===== config.mk =====
export PLATFORM = sky130hd
export DESIGN_NAME = sacl_way_sel
export DESIGN_NICKNAME = d
export VERILOG_FILES = /design/src/hw/rtl/set_assoc_cache_lru_lookup_assert.svh /design/src/hw/rtl/sacl_pkg.sv /design/src/hw/rtl/sacl_way_sel.sv
export SDC_FILE = /design/constraint.sdc
export NUM_CORES = 1
export LEC_CHECK = 0
export BUFFER_PORTS_ARGS = -buffer_cell sky130_fd_sc_hd__buf_2
export CORE_AREA = 2 2 218 220
export DETAILED_ROUTE_END_ITERATION = 10
export DIE_AREA = 0 0 220 222
export PLACE_DENSITY = 0.64
export SETUP_SLACK_MARGIN = 0.02
export SLEW_MARGIN = 10
export SYNTH_ARGS = -nofsm -noshare
export SYNTH_HDL_FRONTEND = slang
export SYNTH_SLANG_ARGS = --single-unit

===== constraint.sdc =====
create_clock -name vclk -period 5.9
set_clock_uncertainty 0.1 [all_clocks]
set_input_delay 0 -clock vclk [all_inputs]
set_output_delay 0 -clock vclk [all_outputs]
set_load 0.005 [all_outputs]

===== src/hw/rtl/set_assoc_cache_lru_lookup_assert.svh =====
// Assertion macros for the set-associative tag lookup block.
`ifndef SET_ASSOC_CACHE_LRU_LOOKUP_ASSERT_SVH
`define SET_ASSOC_CACHE_LRU_LOOKUP_ASSERT_SVH

// Check a property on the rising edge, masked during reset.
`define SACL_ASSERT(name, clk, rst, prop, msg) \
   name: assert property (@(posedge clk) disable iff (rst) prop) else $error(msg);

// Check a property on the rising edge, reset included.
`define SACL_ASSERT_ALWAYS(name, clk, prop, msg) \
   name: assert property (@(posedge clk) prop) else $error(msg);

`endif


===== src/hw/rtl/sacl_pkg.sv =====
// Shared types and constants for the set-associative tag lookup block.
`timescale 1ns / 1ps
package sacl_pkg;

   localparam int ADDR_W     = 32;
   localparam int TAG_W      = 32;
   localparam int STAMP_W    = 32;
   localparam int COUNT_W    = 32;
   localparam int OFFSET_W   = 5;
   localparam int INDEX_W    = 4;
   localparam int WAYS_W     = 4;
   localparam int IB_EFF_W   = 5;
   localparam int SHAMT_W    = 6;
   localparam int OUT_WAY_W  = 3;
   localparam int CSR_IDX_W  = 2;
   localparam int CSR_DATA_W = 5;

   localparam logic [CSR_IDX_W-1:0] CSR_OFFSET_BITS = 2'd0;
   localparam logic [CSR_IDX_W-1:0] CSR_INDEX_BITS  = 2'd1;
   localparam logic [CSR_IDX_W-1:0] CSR_WAYS_USED   = 2'd2;

   typedef struct packed {
      logic               valid;
      logic [TAG_W-1:0]   tag;
      logic [STAMP_W-1:0] stamp;
   } line_type;

   typedef struct packed {
      logic hit;
      logic evicted;
   } sel_type;

endpackage


===== src/hw/rtl/sacl_way_sel.sv =====
// Tag compare, invalid-way search and LRU victim tree over one set row.
`timescale 1ns / 1ps
module sacl_way_sel #(
   parameter int MAX_WAYS = 8
) (
   input  sacl_pkg::line_type [MAX_WAYS-1:0]                           row,
   input  logic [sacl_pkg::TAG_W-1:0]                                  tag,
   input  logic [$clog2(MAX_WAYS+1)-1:0]                               ways_eff,
   output sacl_pkg::sel_type                                           sel,
   output logic [((MAX_WAYS > 1) ? $clog2(MAX_WAYS) : 1)-1:0]          way
);
   import sacl_pkg::*;

   localparam int WAY_W  = (MAX_WAYS > 1) ? $clog2(MAX_WAYS) : 1;
   localparam int LEAVES = 1 << WAY_W;
   localparam int NODES  = 2 * LEAVES - 1;

   logic [MAX_WAYS-1:0] active;
   logic [MAX_WAYS-1:0] match;
   logic [MAX_WAYS-1:0] empty;
   logic [WAY_W-1:0]    hit_way;
   logic [WAY_W-1:0]    inv_way;

   logic               node_elig  [NODES];
   logic [STAMP_W-1:0] node_stamp [NODES];
   logic [WAY_W-1:0]   node_idx   [NODES];

   always_comb begin
      hit_way = '0;
      inv_way = '0;
      for (int i = 0; i < MAX_WAYS; i++) begin
         active[i] = (i < int'(ways_eff));
         match[i]  = active[i] && row[i].valid && (row[i].tag == tag);
         empty[i]  = active[i] && !row[i].valid;
      end
      for (int i = MAX_WAYS - 1; i >= 0; i--) begin
         if (match[i]) begin
            hit_way = WAY_W'(i);
         end
         if (empty[i]) begin
            inv_way = WAY_W'(i);
         end
      end
   end

   // min stamp wins, a tie goes to the right (higher) way
   always_comb begin
      int l;
      int r;
      logic pick_r;
      for (int i = 0; i < LEAVES; i++) begin
         node_elig[LEAVES-1+i]  = 1'b0;
         node_stamp[LEAVES-1+i] = '0;
         node_idx[LEAVES-1+i]   = WAY_W'(i);
      end
      for (int i = 0; i < MAX_WAYS; i++) begin
         node_elig[LEAVES-1+i]  = active[i];
         node_stamp[LEAVES-1+i] = row[i].stamp;
      end
      for (int k = LEAVES - 2; k >= 0; k--) begin
         l = 2 * k + 1;
         r = 2 * k + 2;
         pick_r = node_elig[r] && (!node_elig[l] || (node_stamp[r] <= node_stamp[l]));
         node_elig[k]  = node_elig[l] || node_elig[r];
         node_stamp[k] = pick_r ? node_stamp[r] : node_stamp[l];
         node_idx[k]   = pick_r ? node_idx[r] : node_idx[l];
      end
   end

   always_comb begin
      sel.hit     = |match;
      sel.evicted = !(|match) && !(|empty);
      if (|match) begin
         way = hit_way;
      end else if (|empty) begin
         way = inv_way;
      end else begin
         way = node_idx[0];
      end
   end

endmodule

==> results.cfg, run 1 <==
[grt]
antenna_found_initial = 14
grt_pass1_wl_um = 100000
grt_use_total = 0.272
grt_remaining_overflow = 0
grt_pass1_vias = 17100
grt_max_degree = 15

[critical_path]
critPathMaxStageDelay_ps = 390
required_ps = 5800
crit_fanout = 7
worst_path_max_delay_cell = o311a_1
crit_type = in -> out
start_kind = input port
endpoint_kind = primary output
arrival_ps = 6530

[cells_and_area]
seq_area_sq_um = 0
n_sequential_cell = 0
clockBufferCount = 0
drive_gt1_frac = 0.493
fin_nets = 3373
stdcell_area_sq_um = 21000
synthToLayoutAreaGrowth_pct = 72.6

[detailed_routing]
drc_errors = 0
avgRoutedWirePerCell_um = 21.9
wl_um = 70200
first_pass_iters = 7
detail_route.iter0.violations = 820
vias = 16300
routed_via_density = 5.09
ant_nets = 0

[job]
maxCapViolCount = 0

[pwr]
p_seq_frac = 0
power.switching_mw = 1.29
swShare = 0.480
pwr-share-comb = 1.000
power-per-cell-area_nw_per_um2 = 128
power.share.clock = 0
p_leak_nw = 10.3
vdd_drop_max_uv = 129
p_int_mw = 1.40

[place]
gp_congestion = 1.04
place_area_sq_um = 18100
dp_hpwl_um = 59300
port_buffers = 561

[sta]
finalSetupViolCount = 3
period_needed_ps = 6630
rsz0062_at_grt = true
finalHoldViolCount = 0
finalCritPeriodShare = 1.12
relSlewSlack = 0.284
maxSlewViolCount = 0
tightest_slew_ps = 1070
setup_slack_ps = -725
max_freq_mhz = 151
holdWs_ps = 599

[synthesis]
synthCells = 1630
syn-num-nets = 2410
syn_area_sq_um = 12200
ys_seq_area_frac = 0
synth.distinct_cells = 78
syn_area_per_cell_sq_um = 7.47
synth_warnings = 0

[die]
dieArea_sq_um = 48800
die_w_um = 220
io-pin-count = 561
die_height_um = 222
core_area_sq_um = 46300
start_util = 0.263
core.rowCount = 79

[status]
violations = setup timing
status = complete, but fails checks

[worst_hold_path]
holdCritPathClass = in -> out

[clock_tree]
cts_hold_buf = 0
==> Yosys cell counts, drive strengths merged (11+ instances only) <==
master / number / share of area
a211oi: 11 / 0.0072
a21o: 23 / 0.014
a21oi: 116 / 0.048
buf: 54 / 0.030
ha: 224 / 0.23
inv: 197 / 0.061
mux2: 32 / 0.038
mux2i: 129 / 0.11
nand2: 104 / 0.032
nand2b: 20 / 0.010
nand3: 30 / 0.012
nand4: 112 / 0.058
nor2: 65 / 0.020
nor3: 31 / 0.014
nor4: 53 / 0.028
nor4b: 12 / 0.0091
o21ai: 46 / 0.021
xnor2: 193 / 0.14
xor2: 60 / 0.043
==> metal layers <==
layer,vias to the layer above,track usage,part of all wire
li1,7832,-,-
met1,7533,0.278,0.35
met2,725,0.517,0.51
met3,243,0.0357,0.059
met4,4,0.167,0.078
met5,-,0,0.00037
==> path summary, 6_finish.rpt <==
path              startpoint      to  depth (start not counted)
setup / recovery    row[151]  way[2]                         35
hold / removal      row[389]  way[1]                          5
==> power groups by stage <==
stage | registers (mW) | logic [mW] | clock network (mW)
2_1_floorplan | 0 | 1.12 | 0
3_3_place_gp | 0 | 2.11 | 0
3_5_place_dp | 0 | 2.11 | 0
4_1_cts | 0 | 2.49 | 0
5_1_grt | 0 | 2.89 | 0.000000160
6_report | 0 | 2.68 | 0.000000296
==> through the flow <==
step	TNS (ps)	utilization	cells	worst slack (ps)	power [mW]
5_1_grt	-2860	0.454	3205	-1010	2.89
6_report	-1990	0.454	3211	-725	2.68
2_1_floorplan	0	-	1630	42.1	1.12
4_1_cts	-1360	0.438	3182	-513	2.49
3_3_place_gp	-3030	0.392	3095	-1080	2.11
3_5_place_dp	-3080	0.392	3095	-1100	2.11
==> logic make-up (layout without fill, tap and decap cells) <==
group,count (synthesis),in the layout,share of synthesized area
buffers and inverters,253,1214,0.0915
AND/OR/NAND/NOR,486,486,0.223
XOR/XNOR,253,253,0.182
adder cells (fa/ha/maj),224,224,0.230
AO/OA/AOI/OAI,253,253,0.130
multiplexers,161,161,0.144
other,0,13,0
==> worst max-delay path, delay by kind of cell <==
| kind | cells | cell delay [ps] |
|---|---|---|
| AO/OA/AOI/OAI | 13 | 2920 |
| buffers and inverters | 10 | 1320 |
| AND/OR/NAND/NOR | 7 | 970 |
| adder cells (fa/ha/maj) | 3 | 770 |
| multiplexers | 2 | 550 |
==> area by class of cell <==
type / count / area [sq um]
Inverter: 197 / 749
Timing Repair Buffer: 1017 / 6760
Fill cell: 4559 / 25200
Antenna cell: 13 / 32.5
Multi-Input combinational cell: 1377 / 12700
Tap cell: 607 / 759
==> what timing repair did <==
item,in CTS,in global routing
endpoints found under the hold margin,0,0
buffers inserted,81,19
resized for setup,227,117
pin swaps,69,69
cloned,6,0
endpoints found under the setup margin,3,3
==> placed cells by master (no fill, tap or decap), drive strengths merged, types with 4 or more instances in the layout <==
cell and count:
buf 1016, ha 224, inv 197, xnor2 193
mux2i 129, a21oi 116, nand4 112, nand2 104
nor2 65, xor2 60, nor4 53, o21ai 46
mux2 32, nor3 31, nand3 30, a21o 23
nand2b 20, diode 13, nor4b 12, a211oi 11
nand4b 8, o21a 8, o211ai 8, nor2b 8
or4 8, and4 7, o22ai 4, or3 4
a31oi 4, and3 4, a21boi 4, a221oi 4
Note: power is estimated with default switching activity, not from simulation.
==> inputs of run 2 (changes only) <==
==> constraint.sdc (replaced) <==
create_clock -name vclk -period 5.9
set_clock_uncertainty 0.1 [all_clocks]
set_input_delay 1.18 -clock vclk [all_inputs]
set_output_delay 1.18 -clock vclk [all_outputs]
set_load 0.005 [all_outputs]
==> run 2 against run 1 <==
Net effect: the run still ends with setup timing left; sequential share of layout area unchanged; maximum frequency decreased by 26%; die area unchanged; via count increased by 2.3%; routed wire length increased by 5.1%; utilization increased by 0.089 points; critical path depth decreased by 1; cell area increased by 0.20%; critical path type unchanged; largest power group unchanged.
==> results.cfg, run 2 (synthesized netlist as in run 1, its figures left out) <==
[critical_path]
crit_start = row[486]
critPathMaxStageDelay_ps = 390
crit_type = in -> out
required_ps = 4620
start_kind = input port
endpoint_kind = primary output
crit_fanout = 8
worst_path_max_delay_cell = nor4_2
arrival_ps = 7660

[detailed_routing]
drc_errors = 0
detail_route.iter0.violations = 871
wl_um = 73800
routed_via_density = 5.18
avgRoutedWirePerCell_um = 22.9
vias = 16700
first_pass_iters = 7
ant_nets = 0

[die]
dieArea_sq_um = 48800
die_height_um = 222
die_w_um = 220
core_area_sq_um = 46300
start_util = 0.263
core.rowCount = 79
io-pin-count = 561

[sta]
max_freq_mhz = 112
finalSetupTns_ps = -8990
setup_slack_ps = -3040
tightest_slew_ps = 803
finalSetupViolCount = 3
holdWs_ps = 2910
relSlewSlack = 0.461
finalHoldViolCount = 0
period_needed_ps = 8940
finalCritPeriodShare = 1.52
maxSlewViolCount = 0
rsz0062_at_grt = true

[cells_and_area]
final_cell_mix = buf_2 (549), buf_4 (451), xnor2_1 (193)
n_sequential_cell = 0
final_common_cell = buf_2
n_fill_cell = 4555
synthToLayoutAreaGrowth_pct = 72.9
seq_area_sq_um = 0
fin_nets = 3396
drive_gt1_frac = 0.500
clockBufferCount = 0

[grt]
grt_use_total = 0.290
antenna_found_initial = 11
grt_pass1_vias = 18200
grt_remaining_overflow = 0
grt_pass1_wl_um = 106000
grt_max_degree = 17

[pwr]
power.share.clock = 0
power.switching_mw = 1.30
p_leak_nw = 10.4
swShare = 0.490
p_int_mw = 1.35
pwr-share-comb = 1.000
vdd_drop_max_uv = 92.7
power-per-cell-area_nw_per_um2 = 126
p_seq_frac = 0

[job]
maxCapViolCount = 0

[worst_hold_path]
holdCritPathClass = in -> out
hold_path.startpoint = row[64]

[status]
status = complete, but fails checks
violations = setup timing

[place]
port_buffers = 561
gp_congestion = 1.09
dp_hpwl_um = 64900

[clock_tree]
cts_hold_buf = 0
==> run 2: stage by stage <==
| stage | cells | worst slack, ps | cell area, sq um | util | power (mW) |
|---|---|---|---|---|---|
| 2_1_floorplan | 1630 | -2080 | 12600 | - | 1.18 |
| 3_3_place_gp | 3153 | -3200 | 19000 | 0.411 | 2.18 |
| 3_5_place_dp | 3153 | -3280 | 19000 | 0.411 | 2.24 |
| 4_1_cts | 3209 | -2880 | 20700 | 0.447 | 2.53 |
| 5_1_grt | 3223 | -3290 | 21000 | 0.455 | 2.83 |
| 6_report | 3226 | -3040 | 21100 | 0.455 | 2.65 |
==> run 2: final timing paths <==
check | end | slack [ps] | cells after the start
setup / recovery | way[2] | -3040 | 34
hold / removal | way[0] | 2910 | 5
==> run 2: what timing repair did <==
item,CTS,global route
endpoints found under the setup margin,3,3
buffers inserted,52,11
cloned,4,1
resized for setup,208,53
pin swaps,78,34
==> run 2: routing by layer <==
metal	share of wire	global-route usage	up-vias
met1	0.35	0.287	7819
met2	0.51	0.551	782
met4	0.084	0.200	8
met3	0.061	0.0383	226
met5	0.00070	0	-
li1	-	-	7876
==> run 2: area by class of cell <==
cell class                 instances  area (sq um)  share of cell area
timing repair buffer            1040          6830               0.324
antenna                            5          12.5            0.000594
multi-input combinational       1377         12700               0.602
inverter                         197           790              0.0375
tap                              607           759              0.0361
==> run 2: critical path, delay by kind of cell <==
family | cells | cell delay, ps
simple gates | 8 | 1170
mux | 1 | 260
fa+ha+maj | 3 | 730
compound gates | 11 | 2640
buf+inv | 11 | 1670
==> run 2: power groups by stage <==
stage / clock [mW] / sequential [mW] / combinational, mW
6_report: 0.000000114 / 0 / 2.65
2_1_floorplan: 0 / 0 / 1.18
3_3_place_gp: 0 / 0 / 2.18
3_5_place_dp: 0 / 0 / 2.24
4_1_cts: 0 / 0 / 2.53
5_1_grt: 0.0000000453 / 0 / 2.83
