$ cat config.mk
export PLATFORM = sky130hd
export DESIGN_NAME = sacl_ram
export DESIGN_NICKNAME = d
export VERILOG_FILES = /design/src/hw/rtl/set_assoc_cache_lru_lookup_assert.svh /design/src/hw/rtl/sacl_ram.sv
export SDC_FILE = /design/constraint.sdc
export NUM_CORES = 1
export LEC_CHECK = 0
export ABC_AREA = 1
export BUFFER_PORTS_ARGS = -buffer_cell sky130_fd_sc_hd__buf_2
export CAP_MARGIN = 20
export CORE_AREA = 2 2 49 51
export CTS_BUF_LIST = sky130_fd_sc_hd__clkbuf_16
export DETAILED_ROUTE_END_ITERATION = 7
export DIE_AREA = 0 0 51 53
export GPL_TIMING_DRIVEN = 0
export PLACE_DENSITY = 0.73
export RECOVER_POWER = 25
export SYNTH_ARGS = -nofsm -noshare
export SYNTH_HDL_FRONTEND = slang
export SYNTH_SLANG_ARGS = --single-unit
$ cat constraint.sdc
create_clock -name clock -period 1.1 [get_ports clock]
set_clock_uncertainty 0.2 [all_clocks]
set_input_delay 0.055 -clock clock [delete_from_list [all_inputs] [get_ports clock]]
set_output_delay 0.055 -clock clock [all_outputs]
set_load 0.02 [all_outputs]
$ cat src/hw/rtl/set_assoc_cache_lru_lookup_assert.svh
// Assertion macros for the set-associative tag lookup block.
`ifndef SET_ASSOC_CACHE_LRU_LOOKUP_ASSERT_SVH
`define SET_ASSOC_CACHE_LRU_LOOKUP_ASSERT_SVH

// Check a property on the rising edge, masked during reset.
`define SACL_ASSERT(name, clk, rst, prop, msg) \
   name: assert property (@(posedge clk) disable iff (rst) prop) else $error(msg);

// Check a property on the rising edge, reset included.
`define SACL_ASSERT_ALWAYS(name, clk, prop, msg) \
   name: assert property (@(posedge clk) prop) else $error(msg);

`endif

$ cat src/hw/rtl/sacl_ram.sv
// Generic simple dual-port RAM with registered read.
`timescale 1ns / 1ps
module sacl_ram #(
   parameter int WIDTH = 8,
   parameter int DEPTH = 2
) (
   input  logic                     clock,
   input  logic                     wr_en,
   input  logic [$clog2(DEPTH)-1:0] wr_addr,
   input  logic [WIDTH-1:0]         wr_data,
   input  logic                     rd_en,
   input  logic [$clog2(DEPTH)-1:0] rd_addr,
   output logic [WIDTH-1:0]         rd_data
);

   logic [WIDTH-1:0] mem [DEPTH];
   logic [WIDTH-1:0] rd_data_ff;

   always_ff @(posedge clock) begin
      if (wr_en) begin
         mem[wr_addr] <= wr_data;
      end
      if (rd_en) begin
         rd_data_ff <= mem[rd_addr];
      end
   end

   assign rd_data = rd_data_ff;

endmodule

==> results.md, run 1 <==
- DRT Pass-1 Iters: 3
- CP peak stage delay: 520 ps
- Die extent in y: 53 um
- FILL cells: 186
- Global-route wire length before repair: 2100 um
- Seq/Total Area, Yosys: 0.857
- Die area: 2700 um2
- Htree depth: 1
- Met2 GRT Util: 0.177
- Worst r2r src: mem[0][5]
- Number of buffers added on ports: 19
- Placeable core area: 2150 um2
- Relative slew slack: 0.542
- Worst Path Class, Setup: primary input to register
- Outcome: finished with violations
- Drt wl/cell: 11.0 um
- Met3 track demand over resource: 0.0141
- Setup_tns: 0 ps
- Antenna diodes: 0
- Clock slew at reported path FFs: 60 ps
- # Max-Cap Violations: 0
- Synth cell types: 6
- Setup crit end kind: register
- Min cycle time layout: 1030 ps
- Yosys reg bits: 24
- Syn. warnings: 0
- Gp weighted congestion: 0.679
- Final setup viols: 0
- Worst path bufs/invs: 2
- Leading cell type in the layout, fill and taps excluded: nand2_1
- Vias in the first global route: 501
- Via count: 489
- Residual DRC: 0
- Critical path's slowest cell: dlygate4sd3_1
- Crit-path max FO: 8
- Reg2reg setup slack: 150 ps
- Main area contributors after synthesis: edfxtp_1 86%, nand2_1 11%, buf_6 1.3%
- Hold WC Path Type: primary input to register
- Clk sink count: 24
- Mapped Cells: 54
- Row count: 17
- Skew-Pair Late Insertion Delay: 250 ps
- Antenna violations before repair: 0
- Crit path max-delay family: buffers and inverters
- Synthesized cell area: 841 um2
- R2r endpoint: rd_data[5]
- Largest area contributor in the netlist: edfxtp_1
- Hold Fails Final Rpt: 8
- Syn nets: 67
- Worst Reg-to-Reg Cells: 2
- Hpwl dp: 829 um
- Tcrit/Tclk final: 0.937
- Worst Max-Slew Pin Slew: 684 ps
- Worst setup startpoint: rd_en
- DR iter-0 viols: 7
- Post-Route WL: 1250 um
- Post-cts resize count: 0
- Pwr dens: 1760 nW/um2
- Die W: 51 um
- Crit path cell chain: dlygate4sd3_1 -> buf_2
- Multi-input gate area: 97.6 um2
- HP Start: rd_addr
- Longest Clk Path Bufs: 2
- Mean Syn Cell Area: 15.6 um2
- Data required time of the worst path: 850 ps
- Fmax: 970 MHz
- CTS root buf: clkbuf_16
- Num CTS Buffers: 3
- P&R area growth vs syn: 35.6%
- Final worst slack: 69.1 ps
- Global-route congestion overflow total: 0
- Commonest non-fill, non-tap cells in the layout: 25 x nand2_1, 24 x edfxtp_1, 19 x buf_2
- Hold-fix buffers, CTS: 9
- Register Area: 721 um2
- Hold slack: -81.8 ps
- GRT Overall Usage: 0.111
- Hold Path End: rd_data[2]
- RSZ-0062 raised after global routing: no
- Critical path depth in cells: 2
- Place WS: -226 ps
- Initial Util: 0.391
- Busiest grt layer: met2
- Share of the synthesized area in the top cell type: 0.857
- Pleak: 0.479 nW
- Max IR drop VDD: 0.773 mV
- Crit start category: primary input
- Via density: 4.29
- Final slew viol count: 0
- WP data arrival: 780 ps
- Antenna Violating Nets Remaining: 0
- Final #Nets: 100
- Tot Pwr: 2.01 mW
- CTS tree: done
- I/O pins: 21
- Largest net degree at the start of global routing: 14
- Number of post-CTS setup repair buffers: 0
- Failing checks: negative hold slack
- Met1 usage: 0.128
- Share of cells above drive strength 1: 0.279
- Hold Path Depth: 3
[tightest hold or removal path: stages]
cell	delay, ps
buf_6	110
nand2_1	50
nand2_1	50
[metrics by stage]
stage          instance area [um2]  hold slack, ps  cells  utilization
6_report                      1140           -81.8    114        0.531
3_5_place_dp                   971            46.0    101        0.452
3_3_place_gp                   971            43.1    101        0.452
4_1_cts                       1140           -81.7    114        0.531
2_1_floorplan                  841           -46.1     54            -
5_1_grt                       1140           -69.4    114        0.531
[how the worst max path moves through the flow]
stage / to / slack, ps
after floorplan: mem[0][0] / 90
after global placement: mem[0][4] / -170
after detailed placement: mem[0][4] / -230
after CTS: mem[0][4] / 40
after global routing: mem[0][0] / 20
final: rd_data[5] / 70
[Yosys cell counts]
cell,instances
nand2_1,25
inv_2,1
nor2_1,1
buf_6,1
edfxtp_1,24
inv_1,2
[flip-flops by register name, summed over array words and instances, names as in the netlist]
signal,flops
mem,16
rd_data,8
[where the power goes]
part	total (mW)	switching, mW	internal, mW
clock network	0.760	0.275	0.484
registers	1.09	0.0137	1.08
logic	0.152	0.0871	0.0651
total	2.01	0.376	1.63
[kinds of logic (layout without fill, tap and decap cells)]
| family | Yosys count | after routing | share of synthesized area |
|---|---|---|---|
| simple gates | 26 | 26 | 0.116 |
| flops | 24 | 24 | 0.857 |
| buf+inv | 4 | 36 | 0.0268 |
[cell type report]
class,count,share of cell area
Buffer,1,0.00988
Clock buffer,3,0.0659
Clock inverter,1,0.00329
Inverter,3,0.00988
Multi-Input combinational cell,26,0.0856
Sequential cell,24,0.632
Tap cell,28,0.0307
Timing Repair Buffer,28,0.162
[metal layers]
layer	part of all wire	routed length, um	vias up
met5	0	0	-
met2	0.50	633	17
met1	0.42	526	222
met4	0.022	27	0
met3	0.053	66	2
li1	-	-	248
(Power assumes the default switching activity.)
==> run 2, diff against run 1 <==
Clock period 1.1 ns to 1.2 ns, I/O delays scaled along.
==> run 2 against run 1 <==
  * The run now ends clean
  * Clock-buffer cell count did not move
  * Register-to-register slack improved by 100 ps
  * Setup slack improved by 93 ps
  * Utilization rose by 0.82 points
  * Critical endpoint is now rd_data[0]
  * Highest routed layer unchanged
==> results.md, run 2 (same netlist as run 1, synthesis figures left out) <==
- Placeable core area: 2150 um2 (unchanged)
- Clk sink count: 24 (unchanged)
- Worst Path Class, Setup: primary input to register
- Sw frac: 0.187 (-0.000800)
- Share of cells above drive strength 1: 0.284 (+0.00502)
- FILL cells: 184 (-1.1%)
- Largest net degree at the start of global routing: 14 (unchanged)
- CTS tree: done
- Net Switching: 0.344 mW (-8.6%)
- Fmax: 963 MHz
- Commonest non-fill, non-tap cells in the layout: 25 x nand2_1, 24 x edfxtp_1, 20 x buf_2
- Crit start category: primary input
- Vias in the first global route: 509 (+1.6%)
- Relative slew slack: 0.544 (+0.00153)
- Leading cell type in the layout, fill and taps excluded: nand2_1
- Num CTS Buffers: 3 (unchanged)
- Hold Fails Final Rpt: 0 (-8)
- Die extent in y: 53 um (unchanged)
- Pwr dens: 1590 nW/um2 (-9.6%)
- DRT Pass-1 Iters: 4 (+1)
- WP data arrival: 790 ps (about the same)
- # Max-Cap Violations: 0 (unchanged)
- Number of buffers added on ports: 19 (unchanged)
- Combinational share of power: 0.079 (+0.003)
- Seq pwr share: 0.545 (about the same)
- Hold WC Path Type: primary input to register
- Final slew viol count: 0 (unchanged)
- Internal: 1.50 mW (-8.1%)
- GRT Overall Usage: 0.113 (+0.00124)
- Number of post-CTS setup repair buffers: 0 (unchanged)
- Tot Pwr: 1.84 mW (-8.2%)
- P&R area growth vs syn: 37.6%
- CTS root buf: clkbuf_16
- Post-route insts no fill: 116 (+1.8%)
- Row count: 17 (unchanged)
- Global-route wire length before repair: 2130 um (+1.3%)
- Crit path cell chain: dlygate4sd3_1 -> buf_2
- Crit-path max FO: 8 (unchanged)
- Die W: 51 um (unchanged)
- I/O pins: 21 (unchanged)
- Pleak: 0.496 nW (+3.5%)
- Placed Cells: 101 (unchanged)
- Antenna Violating Nets Remaining: 0 (unchanged)
- Worst path bufs/invs: 2 (unchanged)
- CP peak stage delay: 520 ps (about the same)
- Tcrit/Tclk final: 0.865
- Final setup viols: 0 (unchanged)
- Initial Util: 0.391 (unchanged)
- Skew-Pair Late Insertion Delay: 250 ps (about the same)
- RSZ-0062 raised after global routing: no
- Htree depth: 1 (unchanged)
- Max reg flops: 16 (unchanged)
- Setup crit end kind: register
- Data required time of the worst path: 950 ps (+100 ps)
- Crit path max-delay family: buffers and inverters
- Residual DRC: 0 (unchanged)
- Max IR drop VDD: 0.708 mV (-8.4%)
- Die area: 2700 um2 (unchanged)
- Global-route congestion overflow total: 0 (unchanged)
- Post-Route WL: 1290 um (+2.6%)
- Largest Register: mem
- Worst Max-Slew Pin Slew: 682 ps (-2.28 ps)
- Antenna diodes: 0 (unchanged)
- Outcome: completed
- Hpwl dp: 829 um (unchanged)
- Drt wl/cell: 11.1 um (+0.86%)
- Clock slew at reported path FFs: 60 ps (about the same)
- Antenna violations before repair: 0 (unchanged)
- Critical path's slowest cell: dlygate4sd3_1
- Clock power share: 0.377 (-0.002)
- Gp weighted congestion: 0.679 (unchanged)
- Min cycle time layout: 1040 ps
- DR iter-0 viols: 6 (-1)
- Final #Nets: 102 (+2.0%)
- Longest Clk Path Bufs: 2 (unchanged)
- Via count: 502 (+2.7%)
- Via density: 4.33 (+0.89%)
-- run 2: through the flow --
| step | hold slack, ps | instance area, um2 | setup WS [ps] | utilization | setup TNS, ps |
|---|---|---|---|---|---|
| 3_5_place_dp | 51.0 | 971 | -131 | 0.452 | -1050 |
| 4_1_cts | 68.0 | 1150 | 53.3 | 0.535 | 0 |
| 2_1_floorplan | -41.1 | 841 | 180 | - | 0 |
| 6_report | 53.3 | 1160 | 162 | 0.539 | 0 |
| 3_3_place_gp | 48.1 | 971 | -76.1 | 0.452 | -607 |
| 5_1_grt | 81.7 | 1160 | 117 | 0.539 | 0 |
-- run 2: worst paths after layout --
path         cells past startpoint       from  slack [ps]          to
min reg2reg                      2  mem[0][2]         310  rd_data[2]
max reg2reg                      2  mem[0][5]         250  rd_data[5]
max                              2      rd_en         160  rd_data[0]
min                              2    wr_addr          50   mem[0][1]
-- run 2: timing repair --
item | 4_1_cts | 5_1_grt
endpoints found under the hold margin | 32 | 0
endpoints found under the setup margin | 0 | 4
gates resized for setup | 0 | 1
hold buffers | 10 | 0
-- run 2: layout make-up --
| type | count | area (um2) | share of cell area |
|---|---|---|---|
| Multi-Input combinational cell | 26 | 97.6 | 0.0843 |
| Sequential cell | 24 | 721 | 0.623 |
| Timing Repair Buffer | 30 | 203 | 0.175 |
| Inverter | 3 | 11.3 | 0.00973 |
| Clock inverter | 1 | 3.75 | 0.00324 |
| Clock buffer | 3 | 75.1 | 0.0649 |
| Tap cell | 28 | 35.0 | 0.0303 |
| Buffer | 1 | 11.3 | 0.00973 |
-- run 2: per-layer routing --
metal,global-route usage,share of wire,vias to the layer above
li1,-,-,253
met1,0.130,0.41,228
met2,0.182,0.51,19
met3,0.0113,0.055,2
met4,0.108,0.021,0
met5,0,0,-
-- run 2: power by group through the flow --
stage / clock network, mW / logic [mW] / registers [mW]
detailed placement: 0 / 0.118 / 1.02
finish: 0.693 / 0.145 / 1.00
CTS: 0.714 / 0.145 / 1.00
global route: 0.749 / 0.161 / 1.01
floorplan: 0 / 0.0386 / 1.05
global placement: 0 / 0.115 / 1.02
==> run 3, diff against run 2 <==
Settings changed: ABC_AREA 1 to unset, CORE_AREA 2 2 49 51 to 2 2 59 61, DIE_AREA 0 0 51 53 to 0 0 61 63, HOLD_SLACK_MARGIN set to 0.12, PLACE_DENSITY 0.73 to 0.58.
==> run 3 against run 2 <==
  * Non-clock buffer count shrank 2
  * Critical path type is now register to register
  * Die area is 42% higher
  * Critical endpoint is now rd_data[3]
  * Final area increased by 1.8%
==> results.md, run 3 <==
- Min cycle time layout: 1090 ps (+48.2 ps)
- Largest Register: mem
- Placed Cells: 100 (-0.99%)
- Relative slew slack: 0.498 (-0.0457)
- Placeable core area: 3230 um2 (+50%)
- Crit-path max FO: 1 (-7)
- Vias in the first global route: 438 (-14%)
- Hold WC Path Type: primary input to register
- RSZ-0062 raised after global routing: no
- FFs w/ async S/R, synth: 0 (unchanged)
- Crit start category: register
- Longest Clk Path Bufs: 2 (unchanged)
- Post-layout util: 0.365 (-0.174)
- Count leader, synth: edfxtp_1
- Skew-Pair Late Insertion Delay: 250 ps (about the same)
- Data required time of the worst path: 1000 ps (+50 ps)
- Clk sink count: 24 (unchanged)
- Internal: 1.51 mW (+1.1%)
- I/O pins: 21 (unchanged)
- Sw frac: 0.173 (-0.0140)
- Antenna Violating Nets Remaining: 0 (unchanged)
- Outcome: completed
- Tcrit/Tclk final: 0.905 (+0.0401)
- Seq pwr share: 0.549 (+0.004)
- Share of the synthesized area in the top cell type: 0.834 (-0.0236)
- Main area contributors after synthesis: edfxtp_1 83%, mux2_4 14%, buf_6 1.3%
- Residual DRC: 0 (unchanged)
- Fmax: 921 MHz (-4.4%)
- Largest area contributor in the netlist: edfxtp_1
- Max IR drop VDD: 0.695 mV (-1.8%)
- Tot Pwr: 1.83 mW (-0.64%)
- Via density: 3.59 (-17%)
- Worst Path Class, Setup: register to register
- Mapped Cells: 35 (-35%)
- DRT Pass-1 Iters: 2 (-2)
- # Max-Cap Violations: 0 (unchanged)
- Final setup viols: 0 (unchanged)
- Clock slew at reported path FFs: 50 ps (about the same)
- Critical path's slowest cell: edfxtp_1
- Net Switching: 0.316 mW (-8.1%)
- Hold slack: 17.7 ps (-35.6 ps)
- Combinational share of power: 0.085 (+0.006)
- Post-route insts no fill: 112 (-3.4%)
- CTS root buf: clkbuf_16
- CTS tree: done
- Die extent in y: 63 um (+19%)
- Crit path max-delay family: flip-flops
- Pwr dens: 1550 nW/um2 (-2.4%)
- WP data arrival: 890 ps (+100 ps)
- Synthesized cell area: 865 um2 (+2.8%)
- CP peak stage delay: 370 ps (-150 ps)
- Synth cell types: 5 (-1)
- Largest net degree at the start of global routing: 13 (-1)
- DR iter-0 viols: 2 (-4)
- Die area: 3840 um2 (+42%)
- Synth cell count leaders: 24 x edfxtp_1, 8 x mux2_4, 1 x and2_1, 1 x buf_6, 1 x nor2b_1
- Seq/Total Area, Yosys: 0.834 (-0.0236)
- Global-route wire length before repair: 1960 um (-7.8%)
- Synth Flop Type: edfxtp_1
- Antenna violations before repair: 0 (unchanged)
- Final #Nets: 81 (-21%)
- Num CTS Buffers: 3 (unchanged)
- Drt wl/cell: 10.3 um (-7.3%)
- Hold-fix buffers, CTS: 9 (-1)
- Antenna diodes: 0 (unchanged)
- GRT Overall Usage: 0.0702 (-0.0424)
- P&R area growth vs syn: 36.3%
- Mean Syn Cell Area: 24.7 um2 (+59%)
- Final slew viol count: 0 (unchanged)
- Die W: 61 um (+20%)
- FILL cells: 306 (+66%)
- Pleak: 0.445 nW (-10%)
- Via count: 402 (-20%)
- Leading cell type in the layout, fill and taps excluded: edfxtp_1
- Htree depth: 1 (unchanged)
- Share of cells above drive strength 1: 0.424 (+0.140)
- Post-synth EDFFs: 24 (unchanged)
- Max reg flops: 16 (unchanged)
- Number of buffers added on ports: 19 (unchanged)
- Syn. warnings: 0 (unchanged)
- Gp weighted congestion: 0.611 (-10%)
- Clock power share: 0.366 (-0.011)
- Multi-input gate area: 133 um2 (+36%)
- Row count: 21 (+4)
- Global-route congestion overflow total: 0 (unchanged)
- Crit path cell chain: mux2_4
- Register Area: 721 um2 (unchanged)
- Initial Util: 0.268 (-0.124)
- Post-Route WL: 1150 um (-10%)
- Worst Max-Slew Pin Slew: 751 ps (+69.6 ps)
- Commonest non-fill, non-tap cells in the layout: 24 x edfxtp_1, 16 x buf_2, 9 x dlygate4sd3_1
- Setup crit end kind: register
- Yosys reg bits: 24 (unchanged)
- Hold Fails Final Rpt: 0 (unchanged)
- Syn nets: 48 (-28%)
- Worst path bufs/invs: 0 (-2)
-- run 3: changes by cell type after synthesis --
| cell | before | now |
|---|---|---|
| and2_1 | 0 | 1 |
| inv_1 | 2 | 0 |
| inv_2 | 1 | 0 |
| mux2_4 | 0 | 8 |
| nand2_1 | 25 | 0 |
| nor2_1 | 1 | 0 |
| nor2b_1 | 0 | 1 |
-- run 3: kinds of logic (layout without fill, tap and decap cells) --
| logic type | Yosys count | in the layout | share of synthesized area |
|---|---|---|---|
| flip-flops | 24 | 24 | 0.834 |
| AND/OR/NAND/NOR | 2 | 2 | 0.0145 |
| multiplexers | 8 | 8 | 0.139 |
| buffers and inverters | 1 | 32 | 0.0130 |
-- run 3: worst paths after layout --
kind                     end  cells after the start  slack, ps  startpoint
hold reg to reg   rd_data[3]                      1        340   mem[1][3]
setup / recovery  rd_data[3]                      1        110   mem[0][3]
hold / removal    rd_data[4]                      2         20     rd_addr
setup reg to reg  rd_data[3]                      1        110   mem[0][3]
-- run 3: cell type report --
class                      instances  share of cell area
buffer                             1             0.00955
clock buffer                       3              0.0637
multi-input combinational         10               0.113
sequential                        24               0.611
tap                               46              0.0488
timing repair buffer              28               0.154
-- run 3: per-stage QoR --
stage / setup TNS, ps / worst slack [ps] / area, um2
final: 0 / 114 / 1180
after global routing: 0 / 78.2 / 1180
after CTS: 0 / 103 / 1180
after detailed placement: -1080 / -136 / 1020
after global placement: -900 / -113 / 1020
after floorplan: 0 / 147 / 865
-- run 3: power by group through the flow --
stage                     clock network, mW  registers [mW]  logic [mW]
after floorplan                           0            1.05      0.0573
after global placement                    0            1.02       0.133
after detailed placement                  0            1.02       0.137
after CTS                             0.693            1.01       0.159
after global routing                  0.733            1.01       0.169
final                                 0.669            1.00       0.156
-- run 3: metal layers --
metal | GRT usage | routed length, um | vias up
li1 | - | - | 200
met1 | 0.0879 | 499 | 187
met2 | 0.113 | 584 | 15
met3 | 0.0207 | 67 | 0
met4 | 0.0245 | 0 | 0
met5 | 0 | 0 | -
-- run 3: what timing repair did --
action                                  CTS  global route
endpoints found under the setup margin    0             0
resized for setup                         0             0
hold endpoints to repair                 40            16
setup buffers                             0             0
